[config.mk]
export PLATFORM = sky130hd
export DESIGN_NAME = pid_motor_speed_controller_top
export DESIGN_NICKNAME = d
export VERILOG_FILES = /design/src/rtl/pmsc_pkg.sv /design/src/rtl/pmsc_seq.sv /design/src/rtl/pid_motor_speed_controller_top.sv
export SDC_FILE = /design/constraint.sdc
export NUM_CORES = 2
export LEC_CHECK = 0
export ABC_AREA = 0
export BUFFER_PORTS_ARGS = -buffer_cell sky130_fd_sc_hd__buf_2
export CAP_MARGIN = 30
export CORE_ASPECT_RATIO = 1.2
export CORE_UTILIZATION = 40
export DETAILED_ROUTE_END_ITERATION = 8
export GPL_ROUTABILITY_DRIVEN = 0
export GPL_TIMING_DRIVEN = 0
export PLACE_DENSITY = 0.66
export SLEW_MARGIN = 15
export SYNTH_ARGS = -nofsm -noshare
export SYNTH_HDL_FRONTEND = slang
export SYNTH_SLANG_ARGS = --single-unit
[constraint.sdc]
create_clock -name clk_i -period 10.9 [get_ports clk_i]
set_clock_uncertainty 0.1 [all_clocks]
set_input_delay 1.09 -clock clk_i [delete_from_list [all_inputs] [get_ports clk_i]]
set_output_delay 1.09 -clock clk_i [all_outputs]
set_load 0.02 [all_outputs]
[src/rtl/pmsc_pkg.sv]
// Shared types, constants and helpers for the PID motor speed controller.
// Holds the microcode word layout used by the sequencer and the datapath.
// Depends on nothing; every other file of the block imports it.
package pmsc_pkg;

  // Encoder counter width and fraction bits of the gains.
  localparam int COUNT_BITS = 16;
  localparam int FRAC_BITS  = 16;

  // Datapath widths.
  localparam int SPEED_W  = 32;
  localparam int SUM_W    = 48;
  localparam int DERR_W   = SPEED_W + 1;
  localparam int MUL_A_W  = 33;
  localparam int MUL_B_W  = 17;
  localparam int PROD_W   = MUL_A_W + MUL_B_W;
  localparam int CHUNK_W  = 16;
  localparam int ACC_W    = 82;
  localparam int MAG_W    = FRAC_BITS + 9;
  localparam int PERIOD_W = 16;
  localparam int CMP_W    = 16;

  // Division by five, one hex digit per step.
  localparam int DIV_W     = 36;
  localparam int DIV_STEPS = DIV_W / 4;
  localparam int DIV_CNT_W = 4;

  // Microprogram size.
  localparam int STEP_W   = 5;
  localparam int PROG_LEN = 20;

  // Configuration register indexes.
  localparam int CFG_IDX_W = 3;
  localparam logic [CFG_IDX_W-1:0] REG_PROP_GAIN   = 3'd0;
  localparam logic [CFG_IDX_W-1:0] REG_INTEG_GAIN  = 3'd1;
  localparam logic [CFG_IDX_W-1:0] REG_DERIV_GAIN  = 3'd2;
  localparam logic [CFG_IDX_W-1:0] REG_TICKS_PER_S = 3'd3;
  localparam logic [CFG_IDX_W-1:0] REG_TARGET      = 3'd4;
  localparam logic [CFG_IDX_W-1:0] REG_FWD_PERIOD  = 3'd5;
  localparam logic [CFG_IDX_W-1:0] REG_REV_PERIOD  = 3'd6;
  localparam logic [CFG_IDX_W-1:0] REG_REV_ENABLE  = 3'd7;

  // Datapath operation of one microcode step.
  typedef enum logic [3:0] {
    OP_WAIT,
    OP_NOP,
    OP_SUM5,
    OP_DIV,
    OP_FILT,
    OP_ERR,
    OP_DERR,
    OP_PID,
    OP_CLAMP,
    OP_SCALE,
    OP_OUT
  } op_e;

  // Operand pair fed to the shared multiplier.
  typedef enum logic [1:0] {
    MS_SPEED,
    MS_GAIN,
    MS_DUTY
  } mul_src_e;

  typedef enum logic [1:0] {
    G_P,
    G_I,
    G_D
  } gain_e;

  typedef enum logic [1:0] {
    X_ERR,
    X_SUM,
    X_DERR
  } opnd_e;

  typedef enum logic [1:0] {
    J_NEXT,
    J_LOOP,
    J_GOTO
  } jmp_e;

  typedef struct packed {
    op_e               op;
    logic              mul_en;
    mul_src_e          mul_src;
    gain_e             gain;
    opnd_e             opnd;
    logic [1:0]        chunk;
    logic              acc_en;
    jmp_e              jmp;
    logic [STEP_W-1:0] target;
  } ucode_t;

  // Status that steers the step counter.
  typedef struct packed {
    logic hold;
    logic loop_done;
  } seq_stat_t;

  // Quotient digit of x / 5 for x < 80: x * 205 / 1024 is exact there.
  function automatic logic [3:0] div5_digit(input logic [6:0] x);
    logic [14:0] p;
    p = 15'(x) * 15'd205;
    return p[13:10];
  endfunction

endpackage

[src/rtl/pmsc_seq.sv]
// Microcode sequencer of the PID motor speed controller: step counter,
// control store and jump logic. Depends on pmsc_pkg.
module pmsc_seq (
  input  logic                clk_i,
  input  logic                rst_ni,
  input  pmsc_pkg::seq_stat_t stat_i,
  output pmsc_pkg::ucode_t    ctrl_o
);
  import pmsc_pkg::*;

  localparam logic [STEP_W-1:0] STEP_WAIT = STEP_W'(0);
  localparam logic [STEP_W-1:0] STEP_DIV  = STEP_W'(3);
  localparam logic [STEP_W-1:0] STEP_NONE = STEP_W'(0);

  // Fields: op, mul_en, mul_src, gain, opnd, chunk, acc_en, jmp, target.
  localparam ucode_t PROG [PROG_LEN] = '{
    '{OP_WAIT,  1'b0, MS_SPEED, G_P, X_ERR,  2'd0, 1'b0, J_NEXT, STEP_NONE},
    '{OP_NOP,   1'b1, MS_SPEED, G_P, X_ERR,  2'd0, 1'b0, J_NEXT, STEP_NONE},
    '{OP_SUM5,  1'b0, MS_SPEED, G_P, X_ERR,  2'd0, 1'b0, J_NEXT, STEP_NONE},
    '{OP_DIV,   1'b0, MS_SPEED, G_P, X_ERR,  2'd0, 1'b0, J_LOOP, STEP_DIV},
    '{OP_FILT,  1'b0, MS_SPEED, G_P, X_ERR,  2'd0, 1'b0, J_NEXT, STEP_NONE},
    '{OP_ERR,   1'b0, MS_SPEED, G_P, X_ERR,  2'd0, 1'b0, J_NEXT, STEP_NONE},
    '{OP_DERR,  1'b0, MS_SPEED, G_P, X_ERR,  2'd0, 1'b0, J_NEXT, STEP_NONE},
    '{OP_PID,   1'b1, MS_GAIN,  G_P, X_ERR,  2'd0, 1'b0, J_NEXT, STEP_NONE},
    '{OP_PID,   1'b1, MS_GAIN,  G_P, X_ERR,  2'd1, 1'b1, J_NEXT, STEP_NONE},
    '{OP_PID,   1'b1, MS_GAIN,  G_P, X_ERR,  2'd2, 1'b1, J_NEXT, STEP_NONE},
    '{OP_PID,   1'b1, MS_GAIN,  G_I, X_SUM,  2'd0, 1'b1, J_NEXT, STEP_NONE},
    '{OP_PID,   1'b1, MS_GAIN,  G_I, X_SUM,  2'd1, 1'b1, J_NEXT, STEP_NONE},
    '{OP_PID,   1'b1, MS_GAIN,  G_I, X_SUM,  2'd2, 1'b1, J_NEXT, STEP_NONE},
    '{OP_PID,   1'b1, MS_GAIN,  G_D, X_DERR, 2'd0, 1'b1, J_NEXT, STEP_NONE},
    '{OP_PID,   1'b1, MS_GAIN,  G_D, X_DERR, 2'd1, 1'b1, J_NEXT, STEP_NONE},
    '{OP_PID,   1'b1, MS_GAIN,  G_D, X_DERR, 2'd2, 1'b1, J_NEXT, STEP_NONE},
    '{OP_PID,   1'b0, MS_GAIN,  G_P, X_ERR,  2'd0, 1'b1, J_NEXT, STEP_NONE},
    '{OP_CLAMP, 1'b0, MS_SPEED, G_P, X_ERR,  2'd0, 1'b0, J_NEXT, STEP_NONE},
    '{OP_SCALE, 1'b1, MS_DUTY,  G_P, X_ERR,  2'd0, 1'b0, J_NEXT, STEP_NONE},
    '{OP_OUT,   1'b0, MS_SPEED, G_P, X_ERR,  2'd0, 1'b0, J_GOTO, STEP_WAIT}
  };

  logic [STEP_W-1:0] step_q, step_d;

  assign ctrl_o = PROG[step_q];

  always_comb begin
    step_d = step_q;
    if (!stat_i.hold) begin
      case (ctrl_o.jmp)
        J_NEXT:  step_d = step_q + STEP_W'(1);
        J_LOOP:  step_d = stat_i.loop_done ? step_q + STEP_W'(1) : ctrl_o.target;
        J_GOTO:  step_d = ctrl_o.target;
        default: step_d = STEP_WAIT;
      endcase
    end
  end

  always_ff @(posedge clk_i or negedge rst_ni) begin
    if (!rst_ni) begin
      step_q <= STEP_WAIT;
    end else begin
      step_q <= step_d;
    end
  end

  property p_step_in_program;
    @(posedge clk_i) disable iff (!rst_ni) step_q < STEP_W'(PROG_LEN);
  endproperty
  a_step_in_program: assert property (p_step_in_program)
    else $error("microcode step counter left the program");

  property p_hold_keeps_step;
    @(posedge clk_i) disable iff (!rst_ni) stat_i.hold |=> $stable(step_q);
  endproperty
  a_hold_keeps_step: assert property (p_hold_keeps_step)
    else $error("step counter moved while held");

  property p_out_returns;
    @(posedge clk_i) disable iff (!rst_ni)
      (ctrl_o.op == OP_OUT && !stat_i.hold) |=> step_q == STEP_WAIT;
  endproperty
  a_out_returns: assert property (p_out_returns)
    else $error("sequencer did not return to the wait step");

endmodule

[src/rtl/pid_motor_speed_controller_top.sv]
// PID motor speed controller: one encoder sample in, one PWM result out.
// Samples are taken only at the wait step, so a new sample waits until the
// previous tick is done; the tick is set by the single shared multiplier
// (11 products per tick) and the nine-step divide-by-five loop of the filter.
// The input side reopens while a result waits, so the output register hides
// downstream stalls up to one tick. Reset (rst_ni low, asynchronous) clears the
// controller state, config registers and result valid; ticks_per_second returns to 1.
module pid_motor_speed_controller_top (
  input  logic                           clk_i,
  input  logic                           rst_ni,
  // Configuration write channel.
  input  logic                           cfg_valid_i,
  output logic                           cfg_ready_o,
  input  logic [pmsc_pkg::CFG_IDX_W-1:0] cfg_index_i,
  input  logic [31:0]                    cfg_data_i,
  // Encoder samples. tdata: [15:0] encoder_count.
  input  logic                           s_axis_tvalid,
  output logic                           s_axis_tready,
  input  logic [15:0]                    s_axis_tdata,
  // Results. tdata: [15:0] fwd_compare, [31:16] rev_compare,
  // [63:32] smoothed_speed. tuser: [0] duty_clamped.
  output logic                           m_axis_tvalid,
  input  logic                           m_axis_tready,
  output logic [63:0]                    m_axis_tdata,
  output logic                           m_axis_tuser
);
  import pmsc_pkg::*;

  localparam logic signed [ACC_W-1:0] ONE_ACC = ACC_W'(1) << (FRAC_BITS + 8);
  localparam logic [MAG_W-1:0]        ONE_MAG = MAG_W'(1) << (FRAC_BITS + 8);
  localparam int                      RND_POS = FRAC_BITS + 8;

  // ---------------------------------------------------------------------
  // Configuration registers. Writes are always taken; each of the eight
  // indexes names one register.
  // ---------------------------------------------------------------------
  logic signed [31:0]   kp_q, ki_q, kd_q, target_q;
  logic [15:0]          tps_q;
  logic [PERIOD_W-1:0]  fwd_period_q, rev_period_q;
  logic                 rev_en_q;

  assign cfg_ready_o = 1'b1;

  always_ff @(posedge clk_i or negedge rst_ni) begin
    if (!rst_ni) begin
      kp_q         <= '0;
      ki_q         <= '0;
      kd_q         <= '0;
      tps_q        <= 16'd1;
      target_q     <= '0;
      fwd_period_q <= '0;
      rev_period_q <= '0;
      rev_en_q     <= 1'b0;
    end else if (cfg_valid_i && cfg_ready_o) begin
      case (cfg_index_i)
        REG_PROP_GAIN:   kp_q         <= cfg_data_i;
        REG_INTEG_GAIN:  ki_q         <= cfg_data_i;
        REG_DERIV_GAIN:  kd_q         <= cfg_data_i;
        REG_TICKS_PER_S: tps_q        <= cfg_data_i[15:0];
        REG_TARGET:      target_q     <= cfg_data_i;
        REG_FWD_PERIOD:  fwd_period_q <= cfg_data_i[PERIOD_W-1:0];
        REG_REV_PERIOD:  rev_period_q <= cfg_data_i[PERIOD_W-1:0];
        REG_REV_ENABLE:  rev_en_q     <= cfg_data_i[0];
        default: ;
      endcase
    end
  end

  // ---------------------------------------------------------------------
  // Sequencer. The control word of the current step drives everything
  // below; the step holds while waiting for a sample or for room in the
  // output register.
  // ---------------------------------------------------------------------
  ucode_t    ctrl;
  seq_stat_t stat;
  logic      in_xfer;
  logic      out_vld_q;

  logic [DIV_CNT_W-1:0] div_cnt_q;

  assign s_axis_tready = (ctrl.op == OP_WAIT);
  assign in_xfer       = s_axis_tvalid && s_axis_tready;

  assign stat.hold      = (ctrl.op == OP_WAIT && !in_xfer) ||
                          (ctrl.op == OP_OUT && out_vld_q && !m_axis_tready);
  assign stat.loop_done = (div_cnt_q == DIV_CNT_W'(DIV_STEPS - 1));

  pmsc_seq u_seq (
    .clk_i  (clk_i),
    .rst_ni (rst_ni),
    .stat_i (stat),
    .ctrl_o (ctrl)
  );

  // ---------------------------------------------------------------------
  // Controller state and scratch registers.
  // ---------------------------------------------------------------------
  logic [COUNT_BITS-1:0]     prev_q, diff_q;
  logic signed [SPEED_W-1:0] filt_q, prev_err_q, err_q;
  logic signed [SUM_W-1:0]   esum_q;
  logic signed [DERR_W-1:0]  derr_q;
  logic signed [ACC_W-1:0]   acc_q;
  logic signed [PROD_W-1:0]  mul_q;
  logic [1:0]                acc_sh_q;
  logic [DIV_W-1:0]          num_q, quot_q;
  logic [2:0]                rem_q;
  logic                      sneg_q;
  logic [MAG_W-1:0]          mag_q;
  logic                      dneg_q, clamp_q;
  logic [CMP_W-1:0]          out_fwd_q, out_rev_q;
  logic [SPEED_W-1:0]        out_spd_q;
  logic                      out_clamp_q;

  // Shared multiplier: a signed 33-bit operand times a signed 17-bit one.
  // PID products use the gain times one 16-bit slice of a 48-bit operand;
  // the low slices are unsigned and the top slice carries the sign.
  logic signed [MUL_A_W-1:0] mul_a;
  logic signed [MUL_B_W-1:0] mul_b;
  logic signed [31:0]        gain_sel;
  logic [SUM_W-1:0]          opnd;

  always_comb begin
    case (ctrl.gain)
      G_P:     gain_sel = kp_q;
      G_I:     gain_sel = ki_q;
      G_D:     gain_sel = kd_q;
      default: gain_sel = kp_q;
    endcase
    case (ctrl.opnd)
      X_ERR:   opnd = {{(SUM_W - SPEED_W){err_q[SPEED_W-1]}}, err_q};
      X_SUM:   opnd = esum_q;
      X_DERR:  opnd = {{(SUM_W - DERR_W){derr_q[DERR_W-1]}}, derr_q};
      default: opnd = esum_q;
    endcase
    case (ctrl.mul_src)
      MS_SPEED: begin
        mul_a = {{(MUL_A_W - COUNT_BITS){diff_q[COUNT_BITS-1]}}, diff_q};
        mul_b = {1'b0, tps_q};
      end
      MS_GAIN: begin
        mul_a = {gain_sel[31], gain_sel};
        case (ctrl.chunk)
          2'd0:    mul_b = {1'b0, opnd[CHUNK_W-1:0]};
          2'd1:    mul_b = {1'b0, opnd[2*CHUNK_W-1:CHUNK_W]};
          default: mul_b = {opnd[SUM_W-1], opnd[SUM_W-1:2*CHUNK_W]};
        endcase
      end
      MS_DUTY: begin
        mul_a = {{(MUL_A_W - MAG_W){1'b0}}, mag_q};
        mul_b = {1'b0, dneg_q ? rev_period_q : fwd_period_q};
      end
      default: begin
        mul_a = '0;
        mul_b = '0;
      end
    endcase
  end

  // Raw speed: difference times ticks per second, times 256, saturated to
  // 32 bits. The product saturates exactly when it leaves 24 signed bits.
  logic [SPEED_W-1:0] raw;
  always_comb begin
    if (mul_q[PROD_W-1:23] == '0 || mul_q[PROD_W-1:23] == '1) begin
      raw = {mul_q[23:0], 8'h00};
    end else if (mul_q[PROD_W-1]) begin
      raw = 32'h8000_0000;
    end else begin
      raw = 32'h7FFF_FFFF;
    end
  end

  // Filter numerator: |4*old + raw| + 2, divided by five and given back the
  // sign, which rounds to nearest with ties away from zero.
  logic signed [34:0] sum5;
  logic [34:0]        sum5_mag;
  assign sum5     = ($signed({{3{filt_q[SPEED_W-1]}}, filt_q}) <<< 2) +
                    $signed({{3{raw[SPEED_W-1]}}, raw});
  assign sum5_mag = sum5[34] ? 35'(-sum5) : 35'(sum5);

  logic [6:0] div_x;
  logic [3:0] div_q;
  logic [6:0] div_r;
  assign div_x = {rem_q, num_q[DIV_W-1:DIV_W-4]};
  assign div_q = div5_digit(div_x);
  assign div_r = div_x - 7'(div_q) * 7'd5;

  logic [SPEED_W-1:0] quot32;
  assign quot32 = quot_q[SPEED_W-1:0];

  // Error, saturated to 32 bits.
  logic signed [SPEED_W:0]   err_wide;
  logic signed [SPEED_W-1:0] err_sat;
  assign err_wide = $signed({target_q[SPEED_W-1], target_q}) -
                    $signed({filt_q[SPEED_W-1], filt_q});
  assign err_sat  = (err_wide[SPEED_W] == err_wide[SPEED_W-1]) ? err_wide[SPEED_W-1:0] :
                    (err_wide[SPEED_W] ? 32'sh8000_0000 : 32'sh7FFF_FFFF);

  // Integral, saturated to 48 bits.
  logic signed [SUM_W:0]   esum_wide;
  logic signed [SUM_W-1:0] esum_sat;
  assign esum_wide = $signed({esum_q[SUM_W-1], esum_q}) +
                     $signed({{(SUM_W + 1 - SPEED_W){err_q[SPEED_W-1]}}, err_q});
  assign esum_sat  = (esum_wide[SUM_W] == esum_wide[SUM_W-1]) ? esum_wide[SUM_W-1:0] :
                     (esum_wide[SUM_W] ? {1'b1, {(SUM_W - 1){1'b0}}}
                                       : {1'b0, {(SUM_W - 1){1'b1}}});

  // Product placed at its slice position for the PID accumulator.
  logic signed [ACC_W-1:0] prod_ext, addend;
  assign prod_ext = {{(ACC_W - PROD_W){mul_q[PROD_W-1]}}, mul_q};
  always_comb begin
    case (acc_sh_q)
      2'd0:    addend = prod_ext;
      2'd1:    addend = prod_ext <<< CHUNK_W;
      default: addend = prod_ext <<< (2 * CHUNK_W);
    endcase
  end

  // Duty limit: a sum exactly at plus or minus one passes unclamped.
  logic                    pos_in, neg_in;
  logic signed [ACC_W-1:0] acc_neg;
  assign acc_neg = -acc_q;
  assign pos_in  = !acc_q[ACC_W-1] && (acc_q <= ONE_ACC);
  assign neg_in  = acc_q[ACC_W-1] && (acc_q >= -ONE_ACC);

  // Compare value: duty magnitude times period, rounded half up.
  logic [PROD_W-1:0] rnd;
  logic [CMP_W-1:0]  cmp;
  logic              mag_nz;
  assign rnd    = mul_q + (PROD_W'(1) << (RND_POS - 1));
  assign cmp    = rnd[RND_POS +: CMP_W];
  assign mag_nz = (mag_q != '0);

  // Controller state that reset clears.
  always_ff @(posedge clk_i or negedge rst_ni) begin
    if (!rst_ni) begin
      prev_q     <= '0;
      filt_q     <= '0;
      prev_err_q <= '0;
      esum_q     <= '0;
      div_cnt_q  <= '0;
      out_vld_q  <= 1'b0;
    end else begin
      if (in_xfer) begin
        prev_q <= s_axis_tdata[COUNT_BITS-1:0];
      end
      if (ctrl.op == OP_SUM5) begin
        div_cnt_q <= '0;
      end else if (ctrl.op == OP_DIV) begin
        div_cnt_q <= div_cnt_q + DIV_CNT_W'(1);
      end
      if (ctrl.op == OP_FILT) begin
        filt_q <= sneg_q ? -$signed(quot32) : $signed(quot32);
      end
      if (ctrl.op == OP_DERR) begin
        prev_err_q <= err_q;
        esum_q     <= esum_sat;
      end
      if (ctrl.op == OP_OUT && !stat.hold) begin
        out_vld_q <= 1'b1;
      end else if (m_axis_tready) begin
        out_vld_q <= 1'b0;
      end
    end
  end

  // Working registers of one tick and the output register.
  always_ff @(posedge clk_i) begin
    if (in_xfer) begin
      diff_q <= s_axis_tdata[COUNT_BITS-1:0] - prev_q;
    end
    if (ctrl.mul_en) begin
      mul_q    <= mul_a * mul_b;
      acc_sh_q <= ctrl.chunk;
    end
    if (ctrl.acc_en) begin
      acc_q <= acc_q + addend;
    end
    case (ctrl.op)
      OP_SUM5: begin
        num_q  <= DIV_W'(sum5_mag) + DIV_W'(2);
        quot_q <= '0;
        rem_q  <= '0;
        sneg_q <= sum5[34];
      end
      OP_DIV: begin
        num_q  <= num_q << 4;
        quot_q <= {quot_q[DIV_W-5:0], div_q};
        rem_q  <= div_r[2:0];
      end
      OP_ERR: begin
        err_q <= err_sat;
      end
      OP_DERR: begin
        derr_q <= $signed({prev_err_q[SPEED_W-1], prev_err_q}) -
                  $signed({err_q[SPEED_W-1], err_q});
        acc_q  <= '0;
      end
      OP_CLAMP: begin
        clamp_q <= !pos_in && !neg_in;
        if (pos_in) begin
          mag_q  <= acc_q[MAG_W-1:0];
          dneg_q <= 1'b0;
        end else if (neg_in) begin
          mag_q  <= acc_neg[MAG_W-1:0];
          dneg_q <= 1'b1;
        end else begin
          mag_q  <= ONE_MAG;
          dneg_q <= acc_q[ACC_W-1];
        end
      end
      OP_OUT: begin
        if (!stat.hold) begin
          out_fwd_q   <= (!dneg_q && mag_nz) ? cmp : '0;
          out_rev_q   <= (dneg_q && mag_nz && rev_en_q) ? cmp : '0;
          out_spd_q   <= filt_q;
          out_clamp_q <= clamp_q;
        end
      end
      default: ;
    endcase
  end

  assign m_axis_tvalid = out_vld_q;
  assign m_axis_tdata  = {out_spd_q, out_rev_q, out_fwd_q};
  assign m_axis_tuser  = out_clamp_q;

  // ---------------------------------------------------------------------
  // Checks.
  // ---------------------------------------------------------------------
  property p_one_tick_at_a_time;
    @(posedge clk_i) disable iff (!rst_ni) in_xfer |=> !s_axis_tready;
  endproperty
  a_one_tick_at_a_time: assert property (p_one_tick_at_a_time)
    else $error("sample taken while a tick is in progress");

  property p_one_direction;
    @(posedge clk_i) disable iff (!rst_ni)
      m_axis_tvalid |-> (m_axis_tdata[15:0] == '0 || m_axis_tdata[31:16] == '0);
  endproperty
  a_one_direction: assert property (p_one_direction)
    else $error("both PWM directions driven at once");

  property p_duty_in_range;
    @(posedge clk_i) disable iff (!rst_ni) (ctrl.op == OP_SCALE) |-> mag_q <= ONE_MAG;
  endproperty
  a_duty_in_range: assert property (p_duty_in_range)
    else $error("duty magnitude above full scale");

  property p_div_count;
    @(posedge clk_i) disable iff (!rst_ni)
      (ctrl.op == OP_DIV) |-> div_cnt_q < DIV_CNT_W'(DIV_STEPS);
  endproperty
  a_div_count: assert property (p_div_count)
    else $error("divide loop ran past its last digit");

endmodule

Word-level counts from Yosys, hierarchy flattened
Memory sizes are Yosys's and may differ from the RTL's. Cells that the tools add are included.

$add $sub $neg: 14. Bitwise logic cells: 2. Multiply operators: 3. Order comparisons: 3. Multiplexer cells: 29. Eq/ne operators: 27. Reduce and logical (&&, ||, !) cells: 40.

Operator list (number): $pmux 81 s2 (1); $mux 32 (5); $pmux 32 s2 (2); $pmux 33 s3 (1); $mux 48 (2); $pmux 48 s2 (1); $add 82x82->82 (1); $ge 82x25->1 const B (1); $le 82x26->1 const B (1); $pmux 36 s2 (1); $sub 32x32->33 (2); $pmux 17 s3 (1); $mul 33x17->50 (1); $mux 25 (2); $add 48x32->49 (1); $mux 21 (2); $add 40x25->40 const B (1); $add 35x2->36 const B (1); $add 34x32->35 (1); $mux 35 (1); $neg 35->35 (1); $pmux 17 s2 (1); $neg 32->32 (1); $eq 27x27->1 const B (1); other kinds (35) (85).

Memories: 1. ROM bits: 672. Input port bits: 56. Word-level logic and storage cells: 151. Register bits: 694.

Memories: (name not given) (depth 32, width 21, read ports 1, clocked after memory_dff 0, wr ports 0, line pmsc_seq.sv:41) `assign ctrl_o = PROG[step_q];`.

Longest topological paths before layout
Depth in word-level cells: 12. Depth in mapped cells: 44. Gate-level depth less buffers: 38.

Modules after synthesis
A second synthesis with hierarchy kept.

Cells, all modules: 7223. Area, all modules: 65203.8 um^2.

Modules (own cells, without submodules): pid_motor_speed_controller_top (area an instance 64637.0 um^2, seq. area each 18318.8 um^2, cells each 7153, instances 1); pmsc_seq (area an instance 566.8 um^2, seq. area each 125.1 um^2, cells each 70, instances 1).

Worst setup path before layout
No wires, ideal clock.

Kind: flip-flop to flip-flop. From: register u_seq.step_q[1]. To: register mul_q[49] (data pin). Path buffers: 6. Stages on the path, launching flop included: 41. Data arrival time: 9.607 ns. Period minus slack after synthesis: 9.967 ns. Data required time: 10.540 ns. Library setup time: 0.260 ns. Slack: 0.933 ns. Cell sequence: dfrtp_1 -> inv_1 -> ha_1 -> clkbuf_2 -> mux2i_1 -> nor2_1 -> clkbuf_1 -> clkbuf_1 -> ha_1 -> clkbuf_1 -> buf_1 -> clkbuf_1 -> nor2_1 -> a21oi_1 -> o21ai_0 -> a22oi_1 -> nor2_1 -> fa_1 -> [5 not listed] -> fa_1 -> inv_1 -> fa_1 -> inv_1 -> ha_1 -> a21o_1 -> a21o_1 -> a21oi_1 -> o21ai_0 -> a21oi_1 -> o221ai_1 -> a32oi_1 -> o21ai_0 -> nor4b_1 -> o21ai_0 -> a221o_1 -> a21oi_1 -> xnor2_1.

Cells in the longest elaborated chain, start to end: 9. Elaborated cells between the ends (all ways): 19. Those cells by class: 1 x mul; 6 x eq/ne; 7 x mux; 1 x bitwise; 3 x reduce/logical; 1 x memory.

RTL lines: start, declared (line pmsc_seq.sv:39) `logic [STEP_W-1:0] step_q, step_d;`; start signal, assigned (line pmsc_seq.sv:59) `step_q <= step_d;`; $not 5->6 (not written as such) (*) (line pmsc_seq.sv:41); $mem_v2 32x21 (*); $mux 21 (not written as such) (*) (2 in a row) (line pmsc_seq.sv:41); $eq 2x2->1 / $logic_not 2->1 (equally long branches) (line pid_motor_speed_controller_top.sv:129) `case (ctrl.opnd)`; $pmux 48 s2 (line pid_motor_speed_controller_top.sv:129); $pmux 17 s2 (line pid_motor_speed_controller_top.sv:142) `case (ctrl.chunk)`; $pmux 17 s3 (line pid_motor_speed_controller_top.sv:135) `case (ctrl.mul_src)`; $mul 33x17->50 (*) (line pid_motor_speed_controller_top.sv:272) `mul_q <= mul_a * mul_b;`; end signal, assigned (line pid_motor_speed_controller_top.sv:272); end, declared (line pid_motor_speed_controller_top.sv:103) `logic signed [PROD_W-1:0] mul_q;`.

Every way passes the cells marked *; elsewhere a longest branch is shown, timed or not. The select of a mux whose other input is x is not followed. A chain may end at the register's enable or synchronous reset.

Worst setup path after layout
From: register u_seq.step_q[1]. To: register mul_q[43] (data pin).

The elaborated chain is that of the path after synthesis.

==> summary.md <==
| Metric | Value |
|---|---|
| Run status | complete, no violations |
| Tightest Pin Transition | 1.07 ns |
| Ys async rst share | 45.4% |
| Setup TNS | 0 ns |
| Final HPWL DP | 172000 um |
| Core area | 0.160 mm2 |
| Hold_buf cts | 0 |
| Syn_nets | 8210 |
| Clock tree sinks | 694 |
| H-tree depth | 3 |
| Iter 0 DRT Violations | 5443 |
| FF-to-FF path depth | 39 |
| Syn Area/Cell | 8.95 um2 |
| Post-Route WL | 216000 um |
| Top cells by area, synth | fa_1 17%, edfxtp_1 14%, dfrtp_1 12% |
| Critical Path Source | u_seq.step_q[1] |
| Yosys cell types | 92 |
| Vias in the first global route | 55100 |
| Most common cell after layout, fill and taps aside | nand2_1 |
| Simple-Gate Fraction of Synth Area | 15.5% |
| Worst Hold Class | input port to asynchronous set/reset pin |
| CTS root buffer | clkbuf_16 |
| Worst setup EP type | flip-flop |
| Fin. Hold Viols | 0 |
| Commonest non-fill, non-tap cells in the layout | 833 x nand2_1, 767 x inv_1, 718 x nor2_1 |
| Largest family of logic cells by synthesized area | adder cells |
| Hold slack | 0.234 ns |
| Required time of the critical path | 11.25 ns |
| DR WL/cell | 22.3 um |
| Nets | 8496 |
| # setup viols final | 0 |
| Share of post-route cells with drive strength above 1 | 9.57% |
| Max cap viols | 0 |
| Routed vias/inst | 5.72 |
| IO Count | 124 |
| DIE WIDTH | 369 um |
| Cells after Synth | 7205 |
| Relative max-transition margin | 28.5% |
| Clk buf depth | 3 |
| Tmin final | 10.68 ns |
| Pre-CTS setup slack | -2.82 ns |
| Crit path largest cell delay | 0.82 ns |
| Sequential fraction of the synthesis area | 28.6% |
| Max Fclk | 0.0937 GHz |
| Setup crit start kind | flip-flop |
| Total global routing track utilization | 26.3% |
| WS Path Type | flip-flop to flip-flop |
| Post-synthesis cell area | 0.0645 mm2 |
| Cell repeated most along the worst path | inv_1 |
| Main synth FF type | dfrtp_1 |
| Final Cycle Share | 97.9% |
| Fin worst setup slack | 0.224 ns |
| Initial antenna violation count | 16 |
| Drt pass-1 iters | 7 |
| Post-synthesis xor/xnor area fraction | 4.74% |
| Slowest library cell on the worst path | o21ai_1 |
| RR Endpoint | mul_q[43] |
| DRC | 0 |
| Area Growth Syn to Fin | 11.7% |
| Antenna viol nets, final | 0 |
| Worst skew pair latency | 0.72 ns |
| Critical Path End | mul_q[43] |
| Yosys top cell area share | 16.8% |
| Die height | 442 um |
| Number of port buffers | 119 |
| WP data arrival | 11.02 ns |
| Final max-slew violation count | 0 |
| Worst-path fanout max | 10 |
| CTS tree | built |
| TritonCTS buffer count | 79 |
| Multiplexer share of the synthesized area | 3.93% |
| Post-synth top area cell | fa_1 |
| R2R setup slack | 0.22 ns |
| Initial Utilization | 40.2% |
| Post-synthesis register bit count | 694 |
| Post-Synth Adder-Cell Area | 24.9% |
| Synth Warn # | 0 |
| Post-synth EDFFs | 297 |
| Synth Area in Compound Gates | 15.9% |
| Reg2reg start | u_seq.step_q[1] |
| DIE AREA | 0.163 mm2 |
| Row Count | 161 |
| Largest net degree at the start of global routing | 95 |
| Clock transition at the registers of the reported paths | 0.06 ns |
| Vias post-DR | 55400 |
| Grt ovf | 0 |
| First-pass GRT wire length | 328000 um |
routing by layer:
| layer | global-route usage (%) | wire [um] |
|---|---|---|
| met5 | 0 | 27 |
| met4 | 15.3 | 15100 |
| met3 | 5.35 | 19300 |
| met2 | 42.9 | 99400 |
| met1 | 32.1 | 81700 |
state kept, by name, indices dropped and copies added (netlist names), 33 cells and up:
name    cells
mul_q      50
num_q      36
esum_q     48
derr_q     33
acc_q      82
stage by stage:
| stage | std cells | area [um2] | util [%] |
|---|---|---|---|
| CTS | 9659 | 71600 | 44.7 |
| global route | 9679 | 72000 | 44.9 |
| global placement | 9443 | 67700 | 42.2 |
| detailed placement | 9489 | 68300 | 42.6 |
| finish | 9686 | 72000 | 44.9 |
| floorplan | 7205 | 64500 | - |
worst max-delay path: cells and delay by family (launching register included):
| family | cells | cell delay (ns) |
|---|---|---|
| AOI/OAI and AO/OA | 10 | 2.84 |
| xor gates and xnor gates | 1 | 0.23 |
| adders and majority gates | 9 | 3.87 |
| buffers and inverters | 12 | 1.57 |
| DFF | 1 | 0.46 |
| muxes | 1 | 0.11 |
| and+or+nand+nor | 6 | 1.19 |
Yosys cell counts (50+ instances only):
library cell	n
nand2_1	833
xor2_1	124
inv_1	768
fa_1	542
a21o_1	160
nand4_1	82
nand2b_1	85
o21a_1	50
clkbuf_1	294
or3_1	54
a21oi_1	443
nand3_1	97
o21ai_0	489
xnor2_1	223
ha_1	407
dfxtp_1	82
nor2_1	721
edfxtp_1	297
nor3_1	77
dfrtp_1	314
mux2_2	176
and2_1	72
a22oi_1	62
mux2i_1	55
cell type report:
type,count,area [um2]
flip-flops and latches,694,18400
plain buffers,318,1350
multi-input cells,5417,42500
well taps,2119,2650
clock inverters,44,515
fillers,15400,88300
clock buffers,103,2140
inverters,773,2910
diodes,10,25.0
repair buffers,208,1520
how the worst min path moves through the flow:
stage | start | endpoint | slack [ns] | cells after the start
final | rst_ni | filt_q[15] | 0.23 | 1
after global routing | rst_ni | filt_q[19] | 0.26 | 1
after CTS | rst_ni | filt_q[16] | 0.22 | 1
after detailed placement | prev_err_q[13] | prev_err_q[13] | 0.38 | 2
after global placement | div_cnt_q[3] | div_cnt_q[3] | 0.37 | 1
after floorplan | clamp_q | m_axis_tuser | 0.30 | 0
cells by family (layout without fill, tap and decap cells):
kind of cell,count (synthesis),count (layout)
simple gates,2231,2231
compound gates,1645,1645
buf+inv,1094,1446
fa+ha+maj,961,961
flops,694,694
xor+xnor,348,348
mux,231,231
other cells,1,11
repair_timing:
action / in CTS / in global routing
gates resized for setup: 136 / 94
pin swaps: 13 / 19
setup endpoints to repair: 31 / 16
setup buffers: 24 / 17
Power is not shown: default switching activity piles up to over one toggle a cycle in this logic, so the estimate is an artifact.
